[src/hdl/afq_pkg.sv]
// ----------------------------------------------------------------------------
// afq_pkg
// Shared types and codes of the affinity ready queue: operation codes,
// status codes and the command bundle for the per-task flag store.
// ----------------------------------------------------------------------------
`default_nettype none

package afq_pkg;

  // Operation carried by one input transaction
  typedef enum logic [1:0] {
    OP_ENQUEUE = 2'd0,
    OP_PICK    = 2'd1,
    OP_KILL    = 2'd2,
    OP_REMOVE  = 2'd3
  } op_t;

  // Status codes reported with each result
  localparam logic [1:0] ST_OK        = 2'd0;
  localparam logic [1:0] ST_FULL      = 2'd1;
  localparam logic [1:0] ST_NOT_FOUND = 2'd2;

  // Update strobes for the per-task flag store
  typedef struct packed {
    logic set_kill;       // mark task at the command index killed
    logic clear_kill;     // clear the kill mark at the command index
    logic mark_queued;    // task at the command index enters the queue
    logic unmark_queued;  // task at the probe index leaves the queue
  } flag_cmd_t;

endpackage

`default_nettype wire

[src/hdl/afq_task_flags.sv]
// ----------------------------------------------------------------------------
// afq_task_flags
// Per-task kill marks and queued flags, one flip-flop per task, cleared by
// reset. The queued flag stands for "task id is present in the queue".
// ----------------------------------------------------------------------------
`default_nettype none

module afq_task_flags #(
  parameter int MAX_TASKS = 16
) (
  input  wire                           clk,
  input  wire                           rst,
  input  wire afq_pkg::flag_cmd_t       cmd,
  input  wire [$clog2(MAX_TASKS)-1:0]   cmd_idx,
  input  wire [$clog2(MAX_TASKS)-1:0]   probe_idx,
  output logic                          cmd_queued,
  output logic                          probe_killed
);

  logic [MAX_TASKS-1:0] kill_marks;
  logic [MAX_TASKS-1:0] queued;

  // Look up the flags of the addressed tasks
  assign cmd_queued   = queued[cmd_idx];
  assign probe_killed = kill_marks[probe_idx];

  // Update kill marks and queued flags
  always_ff @(posedge clk) begin
    if (rst) begin
      kill_marks <= '0;
      queued     <= '0;
    end else begin
      if (cmd.set_kill) begin
        kill_marks[cmd_idx] <= 1'b1;
      end else if (cmd.clear_kill) begin
        kill_marks[cmd_idx] <= 1'b0;
      end
      if (cmd.mark_queued) begin
        queued[cmd_idx] <= 1'b1;
      end
      if (cmd.unmark_queued) begin
        queued[probe_idx] <= 1'b0;
      end
    end
  end

endmodule

`default_nettype wire

[src/hdl/affinity_ready_queue.sv]
// ----------------------------------------------------------------------------
// affinity_ready_queue
// Ready queue of a multi-core scheduler: FIFO of task ids in a synchronous
// memory, per-task affinity masks in a second memory, kill marks and queued
// flags in flip-flops. Pick scans the queue for the first eligible task and
// closes the gap behind it; remove scans for its task and does the same.
// ----------------------------------------------------------------------------
// Enqueue, kill and a remove of an absent task give their result in the cycle
//   after start; the next transaction may start in that same cycle.
// Pick and remove scan one queue entry per cycle through the order memory
//   port, then shift the tail down one entry per cycle.
// Throughput: one transaction at a time while busy is high.
// Reset (synchronous): empties the queue and clears all kill marks; memory
//   contents are kept; the order memory is never read before being written.
`default_nettype none

module affinity_ready_queue #(
  parameter int MAX_TASKS = 16,
  parameter int NUM_CPUS  = 2
) (
  input  wire        clk,
  input  wire        rst,
  input  wire        start,
  output logic       busy,
  input  wire  [1:0] operation,
  input  wire  [3:0] task_id,
  input  wire  [1:0] affinity_mask,
  input  wire        cpu_index,
  input  wire        requeue_first,
  output logic       done,
  output logic [3:0] granted_task,
  output logic       idle,
  output logic [1:0] status
);

  localparam int TW    = $clog2(MAX_TASKS);
  localparam int CNT_W = $clog2(MAX_TASKS + 1);
  localparam int CPU_W = (NUM_CPUS > 1) ? $clog2(NUM_CPUS) : 1;

  typedef enum logic [1:0] {
    S_IDLE,
    S_SCAN,
    S_DROP
  } state_t;

  state_t              state;
  logic [CNT_W-1:0]    count;
  afq_pkg::op_t        op_r;
  logic [TW-1:0]       t_r;
  logic [CPU_W-1:0]    cpu_r;
  logic [1:0]          status_r;
  logic [TW-1:0]       grant_r;

  // scan pipeline: address, order data, affinity data
  logic [CNT_W-1:0]    scan_addr;
  logic                v1;
  logic [TW-1:0]       pos1;
  logic                v2;
  logic [TW-1:0]       pos2;
  logic [TW-1:0]       id2;

  // gap closing
  logic [CNT_W-1:0]    drop_rd;
  logic                wv;
  logic [TW-1:0]       wa;

  // memories
  logic [TW-1:0]       order_mem [MAX_TASKS];
  logic [NUM_CPUS-1:0] aff_mem [MAX_TASKS];
  logic                q_we;
  logic [TW-1:0]       q_waddr;
  logic [TW-1:0]       q_wdata;
  logic                q_re;
  logic [TW-1:0]       q_raddr;
  logic [TW-1:0]       q_rdata;
  logic                aff_we;
  logic [NUM_CPUS-1:0] aff_wdata;
  logic                aff_re;
  logic [NUM_CPUS-1:0] aff_rdata;

  // input decode
  afq_pkg::op_t        op_in;
  logic [TW-1:0]       t_in;
  logic [8:0]          t_mod;
  logic [7:0]          mask_wide;
  logic                full;
  logic                cmd_queued;
  logic                probe_killed;
  logic                append;
  logic                cpu_ok;
  logic                match;
  logic                found;
  afq_pkg::flag_cmd_t  flag_cmd;

  assign op_in     = afq_pkg::op_t'(operation);
  assign mask_wide = 8'(affinity_mask);
  assign aff_wdata = mask_wide[NUM_CPUS-1:0];
  assign full      = (count == CNT_W'(MAX_TASKS));
  assign busy      = (state != S_IDLE);

  // Reduce the task id modulo the table depth by repeated subtraction
  always_comb begin
    t_mod = 9'(task_id);
    for (int k = 0; k < 8; k++) begin
      if (t_mod >= 9'(MAX_TASKS)) begin
        t_mod = t_mod - 9'(MAX_TASKS);
      end
    end
    t_in = t_mod[TW-1:0];
  end

  // Append happens on enqueue, or on a pick that requeues, when absent and room
  assign append = !busy && start && !cmd_queued && !full &&
                  ((op_in == afq_pkg::OP_ENQUEUE) ||
                   ((op_in == afq_pkg::OP_PICK) && requeue_first));

  // Eligibility of the entry at the end of the scan pipeline
  assign cpu_ok = ({1'b0, cpu_r} < (CPU_W + 1)'(NUM_CPUS));
  assign match  = (op_r == afq_pkg::OP_REMOVE) ? (id2 == t_r)
                                               : (cpu_ok && aff_rdata[cpu_r] && !probe_killed);
  assign found  = (state == S_SCAN) && v2 && match;

  // Drive memory ports and flag updates
  always_comb begin
    q_we      = 1'b0;
    q_waddr   = count[TW-1:0];
    q_wdata   = t_in;
    q_re      = 1'b0;
    q_raddr   = scan_addr[TW-1:0];
    aff_we    = 1'b0;
    aff_re    = 1'b0;
    flag_cmd  = '0;
    case (state)
      S_IDLE: begin
        if (start) begin
          q_we                 = append;
          flag_cmd.mark_queued = append;
          aff_we               = (op_in == afq_pkg::OP_ENQUEUE);
          flag_cmd.set_kill    = (op_in == afq_pkg::OP_KILL);
          flag_cmd.clear_kill  = (op_in == afq_pkg::OP_REMOVE);
        end
      end
      S_SCAN: begin
        q_re                   = (scan_addr < count) && !found;
        aff_re                 = v1;
        flag_cmd.unmark_queued = found;
      end
      S_DROP: begin
        q_re    = (drop_rd < count);
        q_raddr = drop_rd[TW-1:0];
        q_we    = wv;
        q_waddr = wa;
        q_wdata = q_rdata;
      end
      default: begin
      end
    endcase
  end

  // Task order memory
  always_ff @(posedge clk) begin
    if (q_we) begin
      order_mem[q_waddr] <= q_wdata;
    end
    if (q_re) begin
      q_rdata <= order_mem[q_raddr];
    end
  end

  // Affinity mask memory, read with the id that the order memory returns
  always_ff @(posedge clk) begin
    if (aff_we) begin
      aff_mem[t_in] <= aff_wdata;
    end
    if (aff_re) begin
      aff_rdata <= aff_mem[q_rdata];
    end
  end

  afq_task_flags #(
    .MAX_TASKS (MAX_TASKS)
  ) u_flags (
    .clk          (clk),
    .rst          (rst),
    .cmd          (flag_cmd),
    .cmd_idx      (t_in),
    .probe_idx    (id2),
    .cmd_queued   (cmd_queued),
    .probe_killed (probe_killed)
  );

  // Sequencer: accept, scan, close the gap, report
  always_ff @(posedge clk) begin
    if (rst) begin
      state <= S_IDLE;
      count <= '0;
      done  <= 1'b0;
      v1    <= 1'b0;
      v2    <= 1'b0;
      wv    <= 1'b0;
    end else begin
      done <= 1'b0;
      case (state)
        S_IDLE: begin
          if (start) begin
            op_r         <= op_in;
            t_r          <= t_in;
            cpu_r        <= CPU_W'(cpu_index);
            scan_addr    <= '0;
            v1           <= 1'b0;
            v2           <= 1'b0;
            granted_task <= 4'd0;
            idle         <= 1'b0;
            if (append) begin
              count <= count + CNT_W'(1);
            end
            case (op_in)
              afq_pkg::OP_ENQUEUE: begin
                done   <= 1'b1;
                status <= (!cmd_queued && full) ? afq_pkg::ST_FULL : afq_pkg::ST_OK;
              end
              afq_pkg::OP_PICK: begin
                status_r <= (requeue_first && !cmd_queued && full) ? afq_pkg::ST_FULL
                                                                    : afq_pkg::ST_OK;
                if ((count == '0) && !append) begin
                  done   <= 1'b1;
                  idle   <= 1'b1;
                  status <= afq_pkg::ST_OK;
                end else begin
                  state <= S_SCAN;
                end
              end
              afq_pkg::OP_KILL: begin
                done   <= 1'b1;
                status <= afq_pkg::ST_OK;
              end
              afq_pkg::OP_REMOVE: begin
                status_r <= afq_pkg::ST_OK;
                if (cmd_queued) begin
                  state <= S_SCAN;
                end else begin
                  done   <= 1'b1;
                  status <= afq_pkg::ST_NOT_FOUND;
                end
              end
              default: begin
              end
            endcase
          end
        end
        S_SCAN: begin
          // advance the scan pipeline
          if (q_re) begin
            scan_addr <= scan_addr + CNT_W'(1);
          end
          v1   <= q_re;
          pos1 <= scan_addr[TW-1:0];
          v2   <= v1;
          pos2 <= pos1;
          id2  <= q_rdata;
          if (found) begin
            state   <= S_DROP;
            drop_rd <= CNT_W'(pos2) + CNT_W'(1);
            v1      <= 1'b0;
            v2      <= 1'b0;
            wv      <= 1'b0;
            grant_r <= id2;
          end else if (!v1 && !v2 && !q_re) begin
            // nothing eligible in the whole queue
            state        <= S_IDLE;
            done         <= 1'b1;
            idle         <= 1'b1;
            granted_task <= 4'd0;
            status       <= status_r;
          end
        end
        S_DROP: begin
          // shift the tail down by one entry
          if (q_re) begin
            drop_rd <= drop_rd + CNT_W'(1);
            wa      <= TW'(drop_rd - CNT_W'(1));
          end
          wv <= q_re;
          if (!q_re && !wv) begin
            state        <= S_IDLE;
            count        <= count - CNT_W'(1);
            done         <= 1'b1;
            idle         <= 1'b0;
            status       <= status_r;
            granted_task <= (op_r == afq_pkg::OP_PICK) ? 4'(grant_r) : 4'd0;
          end
        end
        default: begin
          state <= S_IDLE;
        end
      endcase
    end
  end

endmodule

`default_nettype wire

[config.mk]
export PLATFORM = sky130hd
export DESIGN_NAME = affinity_ready_queue
export DESIGN_NICKNAME = d
export VERILOG_FILES = /design/src/hdl/afq_pkg.sv /design/src/hdl/afq_task_flags.sv /design/src/hdl/affinity_ready_queue.sv
export SDC_FILE = /design/constraint.sdc
export NUM_CORES = 1
export LEC_CHECK = 0
export BUFFER_PORTS_ARGS = -buffer_cell sky130_fd_sc_hd__buf_2
export CORE_MARGIN = 2
export CORE_UTILIZATION = 25
export DETAILED_ROUTE_END_ITERATION = 8
export GPL_ROUTABILITY_DRIVEN = 1
export GPL_TIMING_DRIVEN = 0
export HOLD_SLACK_MARGIN = 0.06
export PLACE_DENSITY = 0.36
export SLEW_MARGIN = 40
export SYNTH_ARGS = -nofsm -noshare
export SYNTH_HDL_FRONTEND = slang
export SYNTH_HIERARCHICAL = 1
export SYNTH_SLANG_ARGS = --single-unit
[constraint.sdc]
create_clock -name clk -period 4.9 [get_ports clk]
set_input_delay 0.245 -clock clk [delete_from_list [all_inputs] [get_ports clk]]
set_output_delay 0.245 -clock clk [all_outputs]
set_load 0.05 [all_outputs]
Word level (Yosys, flattened, before mapping) --
Memories as Yosys holds them, arrays and structs flattened. A register that Yosys moved wholly into a read port is not among the register bits. Cells that the tools add are included.
Storage, ports and cells: bits in registers 89, output and inout port bits 9, memories 2, latch bits 0, ROM bits 0, bits in writable memories 96
Memory list:
- order_mem | words 16, width 4, read ports 1, clocked after Yosys merged registers in 1, wr ports 1, line affinity_ready_queue.sv:68 | logic [TW-1:0] order_mem [MAX_TASKS];
- aff_mem | words 16, width 2, read ports 1, clocked after Yosys merged registers in 1, wr ports 1, line affinity_ready_queue.sv:69 | logic [NUM_CPUS-1:0] aff_mem [MAX_TASKS];
Operators by class: $mul 0, magnitude comparators 7, div/mod/pow operators 0, multiplexer cells 88, equality and inequality tests 23, add/sub/neg operators 6, bitwise logic cells 7, reductions and logical operators 53, shift-type cells 0
Operators by type and width (number):
- 16-bit 2-to-1 mux | 5
- 5-bit 2-to-1 mux | 7
- 1-bit 2-to-1 mux | 33
- 16-bit bitwise AND | 2
- 4-bit 2-to-1 mux | 8
- 16-bit NOT | 2
- 16-bit bitwise OR | 2
- 5-bit one-hot mux with 2 select lines | 3
- 2-bit 2-to-1 mux | 12
- 1-bit logical AND | 18
- 4-bit AND reduction | 4
- 5-bit by 1-bit adder with 5-bit output (second input constant) | 3
- 3-bit != test (second input constant) | 5
- 2-bit != test (second input constant) | 7
- 2-bit one-hot mux with 3 select lines | 2
- 4-bit one-hot mux with 3 select lines | 1
- 6-bit AND reduction | 2
- 2-bit nonzero test | 6
- 1-bit zero test | 10
- 4-bit by 5-bit less-than comparator with 1-bit output (second input constant) | 2
- 5-bit less-than comparator | 2
- 1-bit one-hot mux with 2 select lines | 5
- 1-bit one-hot mux with 3 select lines | 3
- 3-bit AND reduction | 3
- other kinds (24) | 37

Logic depth before layout (Yosys ltp) --
depth in word-level cells 14, gate-level depth with buffers 13

Modules after synthesis --
Netlist, hierarchy kept.
Modules (own cells, without submodules):
- affinity_ready_queue | area each 7116.8 um2, times used 1, cells an instance 470
- afq_task_flags | area each 1682.9 um2, times used 1, cells an instance 171

Least setup slack after synthesis --
OpenSTA, ideal clock, no wires.
path kind flip-flop to flip-flop, start point reg id2[0], end point reg status[0], enable pin, path slack 2001 ps, data arrival time 2562 ps, stages on the path, launching flop included 11, cells stage by stage edfxtp_1 buf_2 mux4_2 a22oi_1 nand3_1 o41a_1 o21ai_1 o21ai_2 a21oi_1 nand2_1 a211oi_1
Between the ends: cells in the longest elaborated chain, start to end 13
RTL lines:
- from (decl) | line affinity_ready_queue.sv:60 | logic [TW-1:0] id2;
- from (signal assigned) | line affinity_ready_queue.sv:260 | id2 <= q_rdata;
- 1-bit binary-select mux with 4-bit select * | line afq_task_flags.sv:25 | assign probe_killed = kill_marks[probe_idx];
- 1-bit 2-to-1 mux (implied by the code) * | line afq_task_flags.sv:25
- via probe_killed | line affinity_ready_queue.sv:88 | logic probe_killed;
- 1-bit zero test * | line affinity_ready_queue.sv:120 | : (cpu_ok && aff_rdata[cpu_r] && !probe_killed);
- 1-bit logical AND * | line affinity_ready_queue.sv:120
- 1-bit 2-to-1 mux * | line affinity_ready_queue.sv:119 | assign match = (op_r == afq_pkg::OP_REMOVE) ? (id2 == t_r)
- 1-bit logical AND * | line affinity_ready_queue.sv:121 | assign found = (state == S_SCAN) && v2 && match;
- 1-bit zero test | line affinity_ready_queue.sv:144 | q_re = (scan_addr < count) && !found;
- 1-bit logical AND | line affinity_ready_queue.sv:144
- 1-bit one-hot mux with 2 select lines | line affinity_ready_queue.sv:133 | case (state)
- 1-bit zero test | line affinity_ready_queue.sv:268, affinity_ready_queue.sv:284
- 1-bit logical AND (on tied branches) | line affinity_ready_queue.sv:284, affinity_ready_queue.sv:268
- 2-bit != test (no source line) / 2-bit by 1-bit != test with 1-bit output (equally long branches)
- 8-bit AND reduction (no source line) *
- to (signal assigned) | line affinity_ready_queue.sv:243 | status <= afq_pkg::ST_NOT_FOUND;
- to (signal assigned) | line affinity_ready_queue.sv:274 | status <= status_r;
- to (signal assigned) | line affinity_ready_queue.sv:289 | status <= status_r;
- to (decl) | line affinity_ready_queue.sv:33 | output logic [1:0] status
Mark *: on every way through the listed nets, which the timed path passes. The rest lies on a longest branch. The select of a mux whose other input is x is not followed. A chain may end at the register's enable or synchronous reset.

Worst setup path after layout --
start point reg state[0], end point mem order_mem[7][3] (netlist name), enable pin
Between the ends: cells in the longest elaborated chain, start to end 10
RTL lines:
- from (decl) | line affinity_ready_queue.sv:46 | state_t state;
- from (signal assigned) | line affinity_ready_queue.sv:195 | state <= S_IDLE;
- from (signal assigned) | line affinity_ready_queue.sv:230 | state <= S_SCAN;
- from (signal assigned) | line affinity_ready_queue.sv:240 | state <= S_SCAN;
- 2-bit nonzero test | line affinity_ready_queue.sv:99 | assign busy = (state != S_IDLE);
- 1-bit zero test | line affinity_ready_queue.sv:113 | assign append = !busy && start && !cmd_queued && !full &&
- 1-bit logical AND (4 in series) | line affinity_ready_queue.sv:113
- 1-bit 2-to-1 mux | line affinity_ready_queue.sv:135 | if (start) begin
- 1-bit one-hot mux with 2 select lines | line affinity_ready_queue.sv:133
- 1-bit 2-to-1 mux | line affinity_ready_queue.sv:162 | if (q_we) begin
- 1-bit 2-to-1 mux (implied by the code) | line affinity_ready_queue.sv:163 | order_mem[q_waddr] <= q_wdata;
- to (decl) | line affinity_ready_queue.sv:68
Parallel ways exist; a longest one is shown, timed or not.

==> impl_results.md <==
- Outcome: finished clean
- Hpwl dp: 15,600 µm
- Mapped Avg Cell Area: 13.7 µm²
- Setup Viol. Count Final: 0
- Vias post-DR: 5,361
- Top Ports: 22
- Post-synth top cells: edfxtp_1, a21oi_1, nand2_1, nor2_1, dfxtp_1
- Worst Setup End Kind: flop
- Maximum clock rate: 0.283 GHz
- Post-synth EDFFs: 147
- Worst-Margin Slew: 0.786 ns
- Peak supply drop: 0.190 mV
- Crit Path Category: flop to flop
- Largest net degree at the start of global routing: 19
- Hold Path Cell Cnt: 1
- Total Wirelength: 21,800 µm
- DP Cell Count: 1,118
- Starting density of the core: 25.4%
- Die area: 36,700 µm²
- Syn Nets: 673
- Htree depth: 4
- Die height: 192 µm
- Number of synthesized register bits: 190
- Port Buffer Count: 21
- Post-Synthesis Cells: 641
- Total core area: 34,600 µm²
- Design Area, Final: 10,100 µm²
- Worst hold path startpoint: operation[1]
- Area of placed instances: 9490 µm²
- Tot GR Track Use: 12.5%
- CP Max Fanout: 10
- Finished Layout Cells: 1,151
- Clock transition at path regs: 0.08 ns
- Leading area contributor after synthesis: edfxtp_1
- RR Endpoint: order_mem[7][3]
- CTS tree: built
- Worst r2r src: state[0]
- Number of global-route vias before repair: 5,658
- Post-Syn Area: 8800 µm²
- Top-count cell post-synth: edfxtp_1
- Hold crit path type: primary input to flop
- Tcrit/Tclk final: 72.2%
- Power Density: 332 nW/µm²
- Final setup TNS: 0 ns
- WHS Endpoint: op_r[1]
- Fraction of layout cells with a size suffix above 1: 19.0%
- WP data arrival: 3.64 ns
- Post-synthesis sequential area ratio: 59.9%
- Req. time, crit path: 5.00 ns
- Synth unique cells: 73
- Total design power: 0.00335 W
- Reg-to-reg slack, setup: 1.36 ns
- Initial antenna violation count: 0
- DR pass1 iterations: 5
- Fraction of registers with async set or reset after synthesis: 0%
- CTS Buf Count: 17
- Gp weighted congestion: 0.781
- PostCTS Resize Cnt: 0
- Nets: 715
- Post-route ant nets: 0
- Synth Flop Type: edfxtp_1
- Detailed Route Iter0 Violations: 383
- WL/cell: 19.0 µm
- Synth warnings: 6
- Worst Reg2Reg Path Length in Cells: 8
- Row count: 68
- CTS sink count: 190
- Static Leakage: 3.25 nW
- WHS: 0.133 ns
- Max Buffers Root-to-Sink: 2
- DR vias/cell: 4.66
- Worst-Skew Late Latency: 0.43 ns
- Fillcell total: 3,457
- Final hold vios: 0
- Fin Clk Skew: 0.0116 ns
- Hold_buf cts: 1
- Max-Cap Viols: 0
- Crit path time final: 3.54 ns
- Synth top area cells: edfxtp_1, dfxtp_1, mux4_2
- Post-CTS Setup Inserts: 0
- Gr ovfl total: 0
- Worst relative slew slack: 47.6%
- Die W: 192 µm
- Clock root buffer: clkbuf_16
- Startpoint types: flop
- # DRC: 0
- Diodes inserted: 0
- RSZ-0062 raised after global routing: false
- Final Max Tran Viols: 0
- Area Overhead vs Synth: 14.7%
- First-pass GRT wire length: 33,900 µm
- Top-area cell type share of the netlist area: 50.2%
stage by stage:
stage | util [%] | worst slack [ns]
floorplan | - | 2.00
global placement | 27.4 | 1.07
detailed placement | 27.4 | 1.05
CTS | 29.1 | 1.29
global route | 29.1 | 1.08
finish | 29.1 | 1.36
how the worst max path moves through the flow:
| stage | start | to | slack [ns] | cells after the start |
|---|---|---|---|---|
| 6_report | state[0] | order_mem[7][3] | 1.36 | 8 |
| 5_1_grt | id2[1] | granted_task[2] | 1.08 | 10 |
| 4_1_cts | id2[0] | granted_task[2] | 1.29 | 10 |
| 3_5_place_dp | task_id[0] | order_mem[7][0] | 1.05 | 10 |
| 3_3_place_gp | task_id[0] | order_mem[3][2] | 1.07 | 10 |
| 2_1_floorplan | id2[0] | status[0] | 2.00 | 10 |
where the power goes:
| part | total, W | internal, W | leakage, nW | switching (W) |
|---|---|---|---|---|
| Combinational | 0.000203 | 0.0000650 | 1.29 | 0.000138 |
| Sequential | 0.00176 | 0.00175 | 1.68 | 0.0000131 |
| Clock | 0.00138 | 0.000722 | 0.282 | 0.000661 |
state kept, by name, indices dropped and copies added (netlist names), 5 cells and up, named ones only:
signal          flops
u_flags/queued     16
order_mem          64
drop_rd             5
aff_mem            32
scan_addr           5
count               5
cells by family (layout without fill, tap and decap cells):
logic type	Yosys count	count (layout)	synth area share [%]
flip-flops	190	190	59.9
AND/OR/NAND/NOR	181	181	11.1
AO/OA/AOI/OAI	130	130	10.7
multiplexers	54	54	11.2
buffers and inverters	50	105	2.57
adder cells (fa/ha/maj)	19	19	2.79
XOR/XNOR	17	17	1.69
critical path, cell delays in order (launching register included):
cell	delay, ns
dfxtp_1	0.34
inv_1	0.09
ha_1	0.30
clkbuf_8	0.26
clkbuf_1	0.49
buf_1	0.65
o211ai_1	0.23
a21oi_1	0.41
nor2b_1	0.41
cell usage in the layout (no fill, tap or decap), types with 3 or more instances in the layout:
master and n:
clkbuf_1 17, xor2_1 4, nand3b_1 3, and4b_1 4, a21o_1 5, inv_6 5
nor2_1 45, o21ai_0 9, clkbuf_16 17, and2_1 13, nor3b_1 4, inv_1 20
dfxtp_1 43, mux2i_1 13, a21oi_1 46, nand4_1 5, xnor2_1 13, a211oi_1 21
edfxtp_1 147, buf_2 27, a31oi_1 6, nor3_1 7, nand2b_1 8, inv_8 4
a311oi_1 4, a21bo_2 15, nand3_1 12, mux2_2 5, nor4bb_1 4, ha_1 18
nor2b_1 13, mux4_2 32, nand2_1 45
per-layer routing:
metal,track usage (%),wire length [µm]
met2,21.0,10600
met1,16.3,10300
met3,2.43,685
met5,0,0
met4,3.73,273
cell type report:
class | instances | area [µm²] | share of cell area (%)
Sequential cell | 190 | 5280 | 52.3
Inverter | 21 | 78.8 | 0.781
Tap cell | 455 | 569 | 5.64
Clock inverter | 15 | 151 | 1.50
Timing Repair Buffer | 23 | 120 | 1.19
Multi-Input combinational cell | 401 | 3320 | 32.9
Clock buffer | 17 | 425 | 4.22
Buffer | 29 | 148 | 1.46
(Power assumes the default switching activity.)
